===== config.mk =====
export PLATFORM = sky130hd
export DESIGN_NAME = sef_fifo
export DESIGN_NICKNAME = d
export VERILOG_FILES = /design/src/design/sef_fifo.sv
export SDC_FILE = /design/constraint.sdc
export NUM_CORES = 1
export LEC_CHECK = 0
export BUFFER_PORTS_ARGS = -buffer_cell sky130_fd_sc_hd__buf_4
export CORE_ASPECT_RATIO = 1.5
export CORE_MARGIN = 3
export CORE_UTILIZATION = 40
export DETAILED_ROUTE_END_ITERATION = 10
export SYNTH_ARGS = -nofsm -noshare
export SYNTH_HDL_FRONTEND = slang
export SYNTH_SLANG_ARGS = --single-unit

===== constraint.sdc =====
create_clock -name clk_i -period 3.2 [get_ports clk_i]
set_input_delay 0.64 -clock clk_i [delete_from_list [all_inputs] [get_ports clk_i]]
set_output_delay 0.64 -clock clk_i [all_outputs]
set_load 0.05 [all_outputs]

===== src/design/sef_fifo.sv =====
// ----------------------------------------------------------------------------
// sef_fifo: two-entry queue
// Full rate with simultaneous push and pop; full and empty come from a count.
// ----------------------------------------------------------------------------
module sef_fifo #(
  parameter int unsigned WIDTH = 32
) (
  input  logic             clk_i,
  input  logic             rst_ni,
  input  logic             push_i,
  input  logic [WIDTH-1:0] data_i,
  output logic             full_o,
  input  logic             pop_i,
  output logic [WIDTH-1:0] data_o,
  output logic             empty_o
);

  logic [WIDTH-1:0] mem_q [2];
  logic             wr_ptr_q, wr_ptr_d;
  logic             rd_ptr_q, rd_ptr_d;
  logic [1:0]       count_q, count_d;
  logic             do_push, do_pop;

  assign full_o  = (count_q == 2'd2);
  assign empty_o = (count_q == 2'd0);
  assign do_push = push_i & ~full_o;
  assign do_pop  = pop_i & ~empty_o;
  assign data_o  = mem_q[rd_ptr_q];

  always_comb begin
    wr_ptr_d = do_push ? ~wr_ptr_q : wr_ptr_q;
    rd_ptr_d = do_pop ? ~rd_ptr_q : rd_ptr_q;
    case ({do_push, do_pop})
      2'b10:   count_d = count_q + 2'd1;
      2'b01:   count_d = count_q - 2'd1;
      default: count_d = count_q;
    endcase
  end

  always_ff @(posedge clk_i or negedge rst_ni) begin
    if (!rst_ni) begin
      wr_ptr_q <= 1'b0;
      rd_ptr_q <= 1'b0;
      count_q  <= 2'd0;
    end else begin
      wr_ptr_q <= wr_ptr_d;
      rd_ptr_q <= rd_ptr_d;
      count_q  <= count_d;
    end
  end

  always_ff @(posedge clk_i) begin
    if (do_push) begin
      mem_q[wr_ptr_q] <= data_i;
    end
  end

endmodule


==> impl_metrics.tcl <==
set metrics [dict create \
    finalClockSkew_ns 0.00294 \
    hold_class "input port to async pin" \
    critPathArrivalTime_ns 1.98 \
    syn2layout_area_growth_pct 28.4 \
    grt_max_degree 33 \
    synth_fa_ha_area_share_pct 0.471 \
    syn_area_per_cell_sq_um 22.5 \
    placed_area_sq_mm 0.00322 \
    hpwl_mm 3.17 \
    end_kind "output port" \
    synth-seq-cells 68 \
    dieArea_sq_mm 0.00768 \
    finalCritPeriodShare_pct 81.9 \
    grt_usage_pct 12.6 \
    rows 35 \
    overflow 0 \
    floorplan.initialDensity_pct 42.2 \
    setup_viol 0 \
    yosysTopAreaCell "edfxtp_1" \
    synth_top_family_by_area "multiplexers" \
    p_per_area_mw_per_mm2 1080 \
    cts_resized 0 \
    port_buffers 69 \
    die_y_um 106 \
    worstPathMaxFanout 20 \
    synth_xor_xnor_area_share_pct 1.65 \
    worst_pin_slew_ns 0.968 \
    ys_types 15 \
    status "complete, no violations" \
    synth_warnings 0 \
    clk_pin_slew_worst_paths_ns 0.07 \
    max-vdd-ir-drop_mv 0.752 \
    postCtsSetupRepairBufs 0 \
    synthMuxAreaShare_pct 17.6 \
    finalSetupTns_ns 0 \
    coreArea_sq_mm 0.00631 \
    die_w_um 72.6 \
    avgRoutedWirePerCell_um 16.6 \
    cts.sinks 68 \
    synth_top_area_share_pct 72.3 \
    crit_top_cell "buf_4" \
    path_buf_inv 2 \
    rsz0062_at_grt "false" \
    start_kind "flip-flop" \
    cts-root-buf "clkbuf_8" \
    cts_buffer_depth 2 \
    grt_pass1_vias 1444 \
    vias_per_cell 4.67 \
    synth_compound_area_share_pct 0 \
    vias 1283 \
    relSlewSlack_pct 35.3 \
    yosysSeqAreaShare_pct 76.0 \
    first_iter_violations 39 \
    grt_pass1_wl_mm 6.94 \
    ctsHtreeMaxLevel 3 \
    critPathKind "flip-flop to output port" \
    route.detailed.drc 0 \
    synth_cells 118 \
    ant_nets 0 \
    antenna_cells 0 \
    critical-path-top-delay-family "flip-flops" \
    fmax_ghz 0.381 \
    drive_gt1_share_pct 60.7 \
    fin_nets 233 \
    hold_viol_final 0 \
    postRouteWirelength_mm 4.56 \
    worstPathRequired_ns 2.56 \
    cts_hold_buf 0 \
    clock_latency_ns 0.33 \
    final_cell_area_sq_mm 0.00341 \
    critPathSlowestCell "dfrtp_2" \
    total_power_mw 3.67 \
    place_congestion 0.620 \
    pin_count 70 \
    synthTopCellsByArea "edfxtp_1, mux2_4, dfrtp_1, buf_12, mux2_2" \
    critPathMaxStageDelay_ns 0.74 \
    hold_slack_ns 0.0942 \
    leakage_nw 1.38 \
    period_minus_slack_ns 2.62 \
    crit_chain "buf_4 > mux2_4 > buf_4" \
    dr.pass1.iters 4 \
    slew_violations 0 \
    antenna_found_initial 0 \
    syn-num-nets 155 \
    synth_area_sq_mm 0.00266 \
    cts_tree "yes" \
    drv_cap 0 \
    yosys.area_share.simple_pct 1.36 \
    numCtsBuffers 9 \
]
==> registers in the layout, indices dropped and copies added, names as in the netlist <==
name and cells:
wr_ptr_q 1, mem_q 64, rd_ptr_q 1, count_q 2
==> cell usage in the layout, fill, tap and decap left out, types with 2 or more instances in the layout <==
cell type / instances
buf_4: 71
edfxtp_1: 64
mux2_4: 29
clkbuf_8: 9
mux2_2: 3
xnor2_1: 3
clkinvlp_4: 3
clkinv_2: 3
dfrtp_1: 3
nor2_1: 2
xor2_1: 2
==> cell usage after synthesis (all sizes together) <==
| master | count |
|---|---|
| nand2 | 1 |
| mux2 | 32 |
| dfrtp | 4 |
| buf | 4 |
| xnor2 | 3 |
| xor2 | 2 |
| ha | 1 |
| nor2b | 1 |
| nor2 | 3 |
| edfxtp | 64 |
| inv | 1 |
| and3 | 1 |
| nand2b | 1 |
==> worst register-to-register path, stage by stage (launching register included) <==
cell and delay [ns]:
dfrtp_1 0.41, nand2b_1 0.18, nand2_1 0.16, nor2_4 0.77
==> final cells by class <==
type | count | area [sq um]
Tap cell | 74 | 92.6
Clock inverter | 7 | 67.6
Inverter | 1 | 3.75
Clock buffer | 9 | 124
Sequential cell | 68 | 2020
Timing Repair Buffer | 71 | 533
Fill cell | 541 | 2890
Multi-Input combinational cell | 45 | 569
==> metal layers <==
| layer | part of all wire [%] | GRT usage (%) | vias to the layer above |
|---|---|---|---|
| met5 | 0 | 0 | - |
| met4 | 2.9 | 7.92 | 0 |
| met3 | 5.8 | 3.44 | 11 |
| met2 | 57 | 22.4 | 41 |
| met1 | 35 | 12.5 | 624 |
| li1 | - | - | 607 |
==> power breakdown <==
| group | internal [mW] | leakage (nW) | switching (mW) |
|---|---|---|---|
| Combinational | 0.622 | 0.644 | 1.03 |
| Clock | 0.355 | 0.0910 | 0.311 |
| Sequential | 1.22 | 0.640 | 0.128 |
==> through the flow <==
step	util, %	worst slack, ns	std cells
after global placement	51.1	0.927	259
after global routing	54.1	0.474	275
after detailed placement	51.1	0.898	259
final	54.1	0.578	275
after floorplan	-	0.690	118
after CTS	54.1	0.528	275
==> logic make-up after synthesis <==
group | count (synthesis)
buffers and inverters | 5
adders and majority gates | 1
xor gates and xnor gates | 5
DFF | 68
muxes | 32
and+or+nand+nor | 7
==> worst paths after layout <==
check                                  startpoint                endpoint  slack, ns  cells past startpoint
hold reg to reg            count_q[1]$_DFFE_PN0P_  count_q[1]$_DFFE_PN0P_       0.53                      1
hold / removal                             rst_ni  count_q[0]$_DFFE_PN0P_       0.09                      1
setup reg to reg           count_q[0]$_DFFE_PN0P_  mem_q[0][20]$_DFFE_PP_       1.30                      3
setup / recovery             rd_ptr_q$_DFFE_PN0P_              data_o[13]       0.58                      3
min in group clk_i                     data_i[23]  mem_q[1][23]$_DFFE_PP_       0.49                      1
max in group asynchronous                  rst_ni    rd_ptr_q$_DFFE_PN0P_       2.99                      1
Power figures use the tool's default switching activity.
