$ cat src/design/sef_pkg.sv
// ----------------------------------------------------------------------------
// sef_pkg: shared types, constants and arithmetic for the stereo effect filter
// Holds the mode codes, the command and result records and the per-sample
// math of the high-pass, comb and band-pass effects.
// ----------------------------------------------------------------------------
package sef_pkg;

  localparam int unsigned AVG_TAPS_DEF   = 5;
  localparam int unsigned ECHO_DEPTH_DEF = 4800;

  localparam logic [2:0] MODE_BYPASS   = 3'd0;
  localparam logic [2:0] MODE_LOWPASS  = 3'd1;
  localparam logic [2:0] MODE_HIGHPASS = 3'd2;
  localparam logic [2:0] MODE_REVERB   = 3'd3;
  localparam logic [2:0] MODE_BANDPASS = 3'd4;

  typedef enum logic [2:0] {
    OP_BYPASS,
    OP_AVG,
    OP_HP,
    OP_COMB,
    OP_BQ
  } sef_op_e;

  typedef struct packed {
    sef_op_e            op;
    logic signed [15:0] left;
    logic signed [15:0] right;
  } sef_cmd_t;

  typedef struct packed {
    logic signed [15:0] left;
    logic signed [15:0] right;
  } sef_res_t;

  typedef struct packed {
    logic signed [31:0] y;
    logic signed [15:0] out;
  } sef_bq_t;

  // high-pass gain 950/1024
  localparam logic signed [11:0] HP_NUM   = 12'sd950;
  localparam int unsigned        HP_SHIFT = 10;

  // comb gain 35/100 = 7/20, as a reciprocal multiply exact for 16-bit magnitudes
  localparam logic [22:0]  COMB_RECIP = 23'd5872026;
  localparam int unsigned  COMB_SHIFT = 24;

  // band-pass coefficients, Q2.30
  localparam logic signed [63:0] BQ_B0 = 64'sd116694205;
  localparam logic signed [63:0] BQ_A1 = -64'sd1877316435;
  localparam logic signed [63:0] BQ_A2 = 64'sd840353414;

  function automatic logic signed [15:0] sat16(input logic signed [63:0] v);
    if (v > 64'sd32767) begin
      return 16'sh7FFF;
    end else if (v < -64'sd32768) begin
      return 16'sh8000;
    end
    return v[15:0];
  endfunction

  function automatic logic signed [15:0] hp_calc(input logic signed [15:0] x,
                                                 input logic signed [15:0] li,
                                                 input logic signed [15:0] lo);
    logic signed [17:0] t;
    logic signed [28:0] p;
    logic signed [28:0] q;
    t = 18'(lo) + 18'(x) - 18'(li);
    p = 29'(t) * 29'(HP_NUM);
    q = p[28] ? p + 29'sd1023 : p;
    q = q >>> HP_SHIFT;
    return sat16(64'(q));
  endfunction

  function automatic logic signed [15:0] comb_calc(input logic signed [15:0] x,
                                                   input logic signed [15:0] d);
    logic [15:0]        m;
    logic [38:0]        prod;
    logic [14:0]        mag;
    logic signed [17:0] q;
    logic signed [17:0] y;
    m    = d[15] ? 16'(-d) : 16'(d);
    prod = 39'(m) * 39'(COMB_RECIP);
    mag  = prod[COMB_SHIFT +: 15];
    q    = d[15] ? -$signed(18'(mag)) : $signed(18'(mag));
    y    = 18'(x) + q;
    return sat16(64'(y));
  endfunction

  function automatic sef_bq_t bq_calc(input logic signed [15:0] x,
                                      input logic signed [15:0] x2,
                                      input logic signed [31:0] y1,
                                      input logic signed [31:0] y2);
    logic signed [63:0] dx;
    logic signed [63:0] acc;
    logic signed [63:0] yw;
    logic signed [63:0] ow;
    sef_bq_t            r;
    dx  = 64'(x) - 64'(x2);
    acc = ((BQ_B0 * dx) <<< 14) - (BQ_A1 * 64'(y1)) - (BQ_A2 * 64'(y2));
    // truncate toward zero
    yw  = acc[63] ? acc + 64'sd1073741823 : acc;
    yw  = yw >>> 30;
    if (yw > 64'sd2147483647) begin
      r.y = 32'sh7FFFFFFF;
    end else if (yw < -64'sd2147483648) begin
      r.y = 32'sh80000000;
    end else begin
      r.y = yw[31:0];
    end
    ow    = 64'(r.y);
    ow    = ow[63] ? ow + 64'sd16383 : ow;
    ow    = ow >>> 14;
    r.out = sat16(ow);
    return r;
  endfunction

endpackage

$ cat src/design/sef_front.sv
// ----------------------------------------------------------------------------
// sef_front: input side
// Holds the mode register, tags each accepted pair with its effect and
// signals a state clear on every mode write.
// ----------------------------------------------------------------------------
module sef_front (
  input  logic               clk_i,
  input  logic               rst_ni,
  input  logic               push_i,
  input  logic signed [15:0] left_sample_i,
  input  logic signed [15:0] right_sample_i,
  input  logic               cfg_valid_i,
  input  logic [2:0]         cfg_data_i,
  output logic               cfg_ready_o,
  input  logic               q_full_i,
  output logic               q_push_o,
  output sef_pkg::sef_cmd_t  cmd_o,
  output logic               clear_o
);

  logic [2:0]       mode_q;
  sef_pkg::sef_op_e op;

  assign cfg_ready_o = 1'b1;
  assign clear_o     = cfg_valid_i;
  assign q_push_o    = push_i & ~q_full_i;

  always_ff @(posedge clk_i or negedge rst_ni) begin
    if (!rst_ni) begin
      mode_q <= sef_pkg::MODE_BYPASS;
    end else if (cfg_valid_i) begin
      mode_q <= cfg_data_i;
    end
  end

  // unused codes fall back to bypass
  always_comb begin
    case (mode_q)
      sef_pkg::MODE_LOWPASS:  op = sef_pkg::OP_AVG;
      sef_pkg::MODE_HIGHPASS: op = sef_pkg::OP_HP;
      sef_pkg::MODE_REVERB:   op = sef_pkg::OP_COMB;
      sef_pkg::MODE_BANDPASS: op = sef_pkg::OP_BQ;
      default:                op = sef_pkg::OP_BYPASS;
    endcase
  end

  assign cmd_o.op    = op;
  assign cmd_o.left  = left_sample_i;
  assign cmd_o.right = right_sample_i;

endmodule

$ cat config.mk
export PLATFORM = sky130hd
export DESIGN_NAME = sef_front
export DESIGN_NICKNAME = d
export VERILOG_FILES = /design/src/design/sef_pkg.sv /design/src/design/sef_front.sv
export SDC_FILE = /design/constraint.sdc
export NUM_CORES = 1
export LEC_CHECK = 0
export BUFFER_PORTS_ARGS = -buffer_cell sky130_fd_sc_hd__buf_2
export CAP_MARGIN = 20
export CORE_UTILIZATION = 26
export CTS_CLUSTER_DIAMETER = 200
export DETAILED_ROUTE_END_ITERATION = 12
export PLACE_DENSITY = 0.84
export SYNTH_ARGS = -nofsm -noshare
export SYNTH_HDL_FRONTEND = slang
export SYNTH_SLANG_ARGS = --single-unit
$ cat constraint.sdc
create_clock -name clk_i -period 1.95 [get_ports clk_i]
set_clock_uncertainty 0.1 [all_clocks]
set_input_delay 0.0975 -clock clk_i [delete_from_list [all_inputs] [get_ports clk_i]]
set_output_delay 0.0975 -clock clk_i [all_outputs]
set_load 0.1 [all_outputs]
==> impl_results.md, run 1 <==
* FF+latch area at 75.1 sq um
* Vias/cell at 4.51
* Largest regs: mode_q: 3 flops
* CP max stage cell: buf_2
* NumNets Final at 71
* Drt total wl at 490 microns
* Max reg flops at 3
* Crit. End Element: output pin
* Max-capacitance violation count at 0
* DP HPWL at 415 microns
* CP startpoint: mode_q[0]
* Reg-to-reg endpoint: mode_q[2]
* GP Congestion at 0.656
* CP Class: reg -> out
* Layout cells sized above 1 at 63.3%
* Post-Syn Area at 394 sq um
* Cells after Synth at 45
* Biggest register: mode_q
* Post-synth top area share at 64.8%
* Worst skew pair latency at 0.23 ns
* Antenna cell count at 0
* # Post-CTS Setup Buffers at 0
* Clock Pin Slew Worst Setup and Hold Paths at 0.04 ns
* Largest net degree at the start of global routing at 5
* Clock Path Buffers at 2
* Final ANT Viol Nets at 0
* Total core area at 1350 sq um
* Die W at 40.9 microns
* Worst-path cell chain: nor3b_2, buf_2
* Row count at 13
* Crit Path Max Fanout at 3
* Post-CTS Resized at 0
* RSZ-0062 raised after global routing: no
* Lkg Pwr at 0.138 nW
* Fillers at 167
* Reg2Reg Launch Point: mode_q[2]
* Root Driver: clkbuf_4
* CP Data Required Time at 1.75 ns
* Final setup TNS at 0 ns
* Synth area leader: buf_4
* Status: finished, final reports clean
* Fmax at 706 MHz
* GR Overflow Total at 0
* # DRC at 0
* Slowest Stage Delay on Critical Path at 0.44 ns
* Iter 0 DRT Violations at 0
* Sequential-to-total area share from yosys stat at 19.0%
* Capture point of the worst path: cmd_o[34]
* Mapped Nets at 85
* DR pass1 iterations at 1
* Hold crit path type: in -> reg
* GRT Util Overall at 7.19%
* Overall Power at 0.000282 W
* Routed vias at 203
* Die height at 40.9 microns
* Seq cells post-synth at 3
* Min cycle time layout at 1.42 ns
* Power per cell area at 1010 nW/um^2
* Wire per inst at 10.9 microns
* Clock net sink count at 3
* Hold buffers post-CTS at 3
* Die Area at 1680 sq um
* Setup violation total in the final timing report at 0
* I/O pin count at 78
* Data arrival time of the worst path at 1.22 ns
* H-tree depth at 1
* Slew Limit Fails at 0
* Tcrit/Tclk final at 72.6%
* Final cell count without fillers at 45
* Area of the multi-input gates at 68.8 sq um
* Number of global-route vias before repair at 162
* Initial antenna violation count at 0
* Synthesis Warnings at 0
* Syn avg cell area at 8.76 sq um
* First-pass GRT wire length at 641 microns
* CTS tree: built
* Worst VDD drop at 0.176 mV
* Setup slack, reg-to-reg at 1.08 ns
* Netlist cell types at 6
* IO Port Bufs at 12
* Initial Utilization at 29.2%
* Placed cell count at 38
* CP startpoint kind: flip-flop
* Layout overhead on the synthesized area at -29.2%
* Area contributors post-synth: buf_4 (65%), dfrtp_1 (19%), mux2_2 (8.6%), nor2b_1 (4.8%), nor3b_1 (1.9%)
* Final hold vios at 0
* TritonCTS Buffers at 3
* Worst R2R Path Depth at 1
-- stage by stage --
step                setup slack [ns]  instance area [sq um]  util (%)  hold WS, ns
floorplan                     0.0297                    399         -       -0.298
global placement               0.788                    223      16.5       -0.206
detailed placement             0.769                    223      16.5       -0.197
CTS                            0.515                    279      20.7      0.00258
global route                   0.466                    279      20.7      0.00600
finish                         0.534                    279      20.7      0.00913
-- placed cells by master, fill, tap and decap left out, drive strengths merged --
cell type / count
nor3b: 1
dfrtp: 3
nor2b: 3
dlygate4sd3: 3
mux2: 3
clkbuf: 4
buf: 12
conb: 1
-- how the worst min path moves through the flow --
| stage | startpoint | endpoint | slack (ns) | cells after the start |
|---|---|---|---|---|
| 2_1_floorplan | rst_ni | mode_q[0] | -0.30 | 0 |
| 3_3_place_gp | rst_ni | mode_q[2] | -0.21 | 1 |
| 3_5_place_dp | rst_ni | mode_q[2] | -0.20 | 1 |
| 4_1_cts | cfg_data_i[1] | mode_q[1] | 0.003 | 2 |
| 5_1_grt | cfg_data_i[1] | mode_q[1] | 0.006 | 2 |
| 6_report | cfg_data_i[1] | mode_q[1] | 0.009 | 2 |
-- final cells by class --
| type | count | area share, % |
|---|---|---|
| Multi-Input combinational cell | 8 | 24.7 |
| Tap cell | 15 | 6.73 |
| Timing Repair Buffer | 15 | 32.3 |
| Sequential cell | 3 | 26.9 |
| Clock buffer | 4 | 9.42 |
-- metal layers --
metal / vias to the layer above / track usage (%) / share of wire [%]
li1: 75 / - / -
met1: 92 / 4.90 / 32
met2: 28 / 5.86 / 36
met3: 8 / 9.78 / 27
met4: 0 / 13.3 / 5.7
met5: - / 0 / 0
-- Yosys cell counts (all sizes together) --
library cell  number
nor3b              1
dfrtp              3
nor2b              3
conb               1
mux2               3
buf               34
-- cells by family after synthesis --
kind of cell  synth area share, %
buf+inv                      64.8
other cells                 0.951
simple gates                 6.67
flops                        19.0
mux                          8.57
-- where the power goes --
group / switching [W] / total, W / internal, W
combinational: 0.0000773 / 0.000101 / 0.0000236
clock: 0.0000298 / 0.000106 / 0.0000765
sequential: 0.00000534 / 0.0000743 / 0.0000689
-- worst max-delay path, delay by kind of cell, from the launching register on --
kind          cells  cell delay, ns
buf+inv           1            0.44
flops             1            0.39
simple gates      1            0.16
(Power assumes the default switching activity.)
==> inputs of run 2 (changes only) <==
--- a/config.mk
+++ b/config.mk
@@ -5,12 +5,13 @@
 export SDC_FILE = /design/constraint.sdc
 export NUM_CORES = 1
 export LEC_CHECK = 0
+export ABC_AREA = 1
 export BUFFER_PORTS_ARGS = -buffer_cell sky130_fd_sc_hd__buf_2
 export CAP_MARGIN = 20
-export CORE_UTILIZATION = 26
+export CORE_UTILIZATION = 25
 export CTS_CLUSTER_DIAMETER = 200
 export DETAILED_ROUTE_END_ITERATION = 12
-export PLACE_DENSITY = 0.84
+export PLACE_DENSITY = 0.8
 export SYNTH_ARGS = -nofsm -noshare
 export SYNTH_HDL_FRONTEND = slang
 export SYNTH_SLANG_ARGS = --single-unit
==> constraint.sdc (replaced) <==
create_clock -name clk_i -period 1.4 [get_ports clk_i]
set_clock_uncertainty 0.1 [all_clocks]
set_input_delay 0.07 -clock clk_i [delete_from_list [all_inputs] [get_ports clk_i]]
set_output_delay 0.07 -clock clk_i [all_outputs]
set_load 0.1 [all_outputs]
==> run 2 against run 1 <==
  * Setup slack got worse by 0.47 ns
  * Via count is 16% higher
  * Die area up 6.6%
  * Critical endpoint is now mode_q[1]
  * Highest routed layer unchanged
  * Wire length is 8.0% higher
  * Sequential share of layout area fell by 6.4 points
  * Synthesized cell count is 27% higher
  * Non-clock buffer count grew 3
  * Critical path depth is 3 higher
==> impl_results.md, run 2 <==
* Hold crit path type: in -> reg
* RSZ-0062 raised after global routing: no
* Clock net sink count at 3 (unchanged)
* GP Congestion at 0.607 (-7.5%)
* Status: finished, final reports clean
* Layout cells sized above 1 at 40.0% (-23 points)
* Iter 0 DRT Violations at 3 (+3)
* Post-Syn Area at 405 sq um (+2.9%)
* Die height at 42.3 microns (+3.3%)
* CP Data Required Time at 1.42 ns (-0.33 ns)
* Hold Path Depth at 3 (+1)
* H-tree depth at 1 (unchanged)
* Syn avg cell area at 7.11 sq um (-19%)
* Wire per inst at 8.67 microns (-20%)
* Post-route cell area at 367 sq um (+31%)
* Main flop type after synthesis: dfrtp_1
* Total core area at 1510 sq um (+12%)
* Initial Utilization at 26.9% (-2.3 points)
* Largest net degree at the start of global routing at 6 (+1)
* I/O pin count at 78 (unchanged)
* Final ANT Viol Nets at 0 (unchanged)
* Antenna cell count at 0 (unchanged)
* Biggest register: mode_q
* Tcrit/Tclk final at 95.6%
* Synth area leader: buf_4
* Vias/cell at 3.85 (-15%)
* Worst VDD drop at 0.323 mV (+84%)
* Mapped Nets at 97 (+14%)
* Final cell count without fillers at 61 (+36%)
* Min cycle time layout at 1.34 ns
* Reg-to-reg endpoint: mode_q[2]
* Drt total wl at 529 microns (+8.0%)
* Number of global-route vias before repair at 228 (+41%)
* Slew Limit Fails at 0 (unchanged)
* TritonCTS Buffers at 3 (unchanged)
* Row count at 14 (+1)
* Data arrival time of the worst path at 1.36 ns (+0.14 ns)
* IO Port Bufs at 12 (unchanged)
* Initial antenna violation count at 0 (unchanged)
* Util after Layout at 24.3% (+3.7 points)
* Netlist cell types at 7 (+1)
* Max-capacitance violation count at 0 (unchanged)
* CP Class: in -> reg
* GRT Util Overall at 6.66% (-0.53 points)
* Critical hold path startpoint: cfg_valid_i
* Most common cell after layout, fill and taps aside: nand2_1
* Cells after Synth at 57 (+27%)
* CP startpoint kind: input port
* Routed vias at 235 (+16%)
* Power per cell area at 1150 nW/um^2 (+14%)
* Area contributors post-synth: buf_4 (63%), dfrtp_1 (19%), nand2_1 (9.3%), inv_1 (3.7%), nor2_1 (3.7%)
* Reg2Reg Launch Point: mode_q[2]
* Post-synth top area share at 63.0% (-1.8 points)
* Crit. End Element: flip-flop
* # DRC at 0 (unchanged)
* CTS tree: built
* Layout overhead on the synthesized area at -9.57%
* Placed cell count at 51 (+34%)
* DP Area at 280 sq um (+26%)
* Clock Path Buffers at 2 (unchanged)
* Fmax at 747 MHz
* Setup slack, reg-to-reg at 0.67 ns (-0.41 ns)
* Die W at 42.3 microns (+3.3%)
* Clock Pin Slew Worst Setup and Hold Paths at 0.03 ns (about the same)
* Post-CTS Resized at 0 (unchanged)
* Crit Path Max Fanout at 1 (-2)
* DR pass1 iterations at 4 (+3)
* Seq cells post-synth at 3 (unchanged)
* Worst R2R Path Depth at 2 (+1)
* Commonest cells after routing, fill and taps aside: nand2_1 (10), buf_2 (9), dlygate4sd3_1 (6), inv_1 (4)
* Largest regs: mode_q: 3 flops
* NumNets Final at 86 (+21%)
* Final hold vios at 0 (unchanged)
* Sequential-to-total area share from yosys stat at 18.5% (-0.53 points)
* Post-synth top cells: buf_4 (34), nand2_1 (10), inv_1 (4), nor2_1 (4), dfrtp_1 (3)
* Max reg flops at 3 (unchanged)
* Most common cell in the netlist: buf_4
* Die Area at 1790 sq um (+6.6%)
* Synthesis Warnings at 0 (unchanged)
* Post-synth EDFFs at 0 (unchanged)
* Root Driver: clkbuf_4
* Final worst-path setup slack at 0.0619 ns (-0.472 ns)
* Hold EP: mode_q[2]
* Worst skew pair latency at 0.23 ns (about the same)
* Setup violation total in the final timing report at 0 (unchanged)
* GR Overflow Total at 0 (unchanged)
* First-pass GRT wire length at 800 microns (+25%)
* Post-place setup slack at 0.410 ns (-0.359 ns)
* Post-synth ARST share at 100% (unchanged)
* DP HPWL at 369 microns (-11%)
* Lkg Pwr at 0.199 nW (+44%)
## run 2: worst max path at each step
| stage | start | to | slack [ns] |
|---|---|---|---|
| 6_report | cfg_data_i[1] | mode_q[1] | 0.06 |
| 5_1_grt | cfg_data_i[1] | mode_q[1] | 0.03 |
| 4_1_cts | cfg_data_i[1] | mode_q[1] | 0.09 |
| 3_5_place_dp | mode_q[1] | cmd_o[34] | 0.41 |
| 3_3_place_gp | mode_q[1] | cmd_o[34] | 0.43 |
| 2_1_floorplan | mode_q[2] | cmd_o[32] | -0.43 |
## run 2: where the power goes
group,switching [W],internal (W),leakage (nW)
combinational,0.000116,0.0000557,0.147
sequential,0.00000556,0.0000950,0.0365
clock,0.0000422,0.000107,0.0150
## run 2: kinds of logic after synthesis
| logic type | after synthesis | synth area share (%) |
|---|---|---|
| buffers and inverters | 39 | 67.6 |
| and+or+nand+nor | 14 | 13.0 |
| other | 1 | 0.925 |
| DFF | 3 | 18.5 |
## run 2: area by class of cell
type                       instances  area [sq um]
inverter                           5          18.8
fill                             180          1140
tap                               16          20.0
sequential                         3          75.1
timing repair buffer              18           165
multi-input combinational         15          61.3
clock buffer                       4          26.3
## run 2: per-stage QoR
stage | TNS [ns] | total power, W | hold WS, ns
finish | 0 | 0.000421 | 0.0130
global route | 0 | 0.000448 | 0.0295
CTS | 0 | 0.000433 | 0.00668
detailed placement | 0 | 0.000261 | -0.232
global placement | 0 | 0.000260 | -0.235
floorplan | -0.877 | 0.000644 | -0.326
## run 2: metal layers
layer	track usage [%]	vias up	part of all wire, %
met3	4.74	10	21
met1	3.69	96	32
met2	9.54	23	42
li1	-	106	-
met4	11.9	0	5.9
met5	0	-	0
## run 2: what timing repair did
| item | CTS | global route |
|---|---|---|
| hold buffers | 6 | 0 |
| endpoints found under the hold margin | 6 | 0 |
| setup buffers | 0 | 0 |
## run 2: worst max-delay path: stages
cell           delay (ns)
dlygate4sd3_1        0.53
buf_2                0.12
nand2_1              0.05
dlygate4sd3_1        0.54
nand2_1              0.05
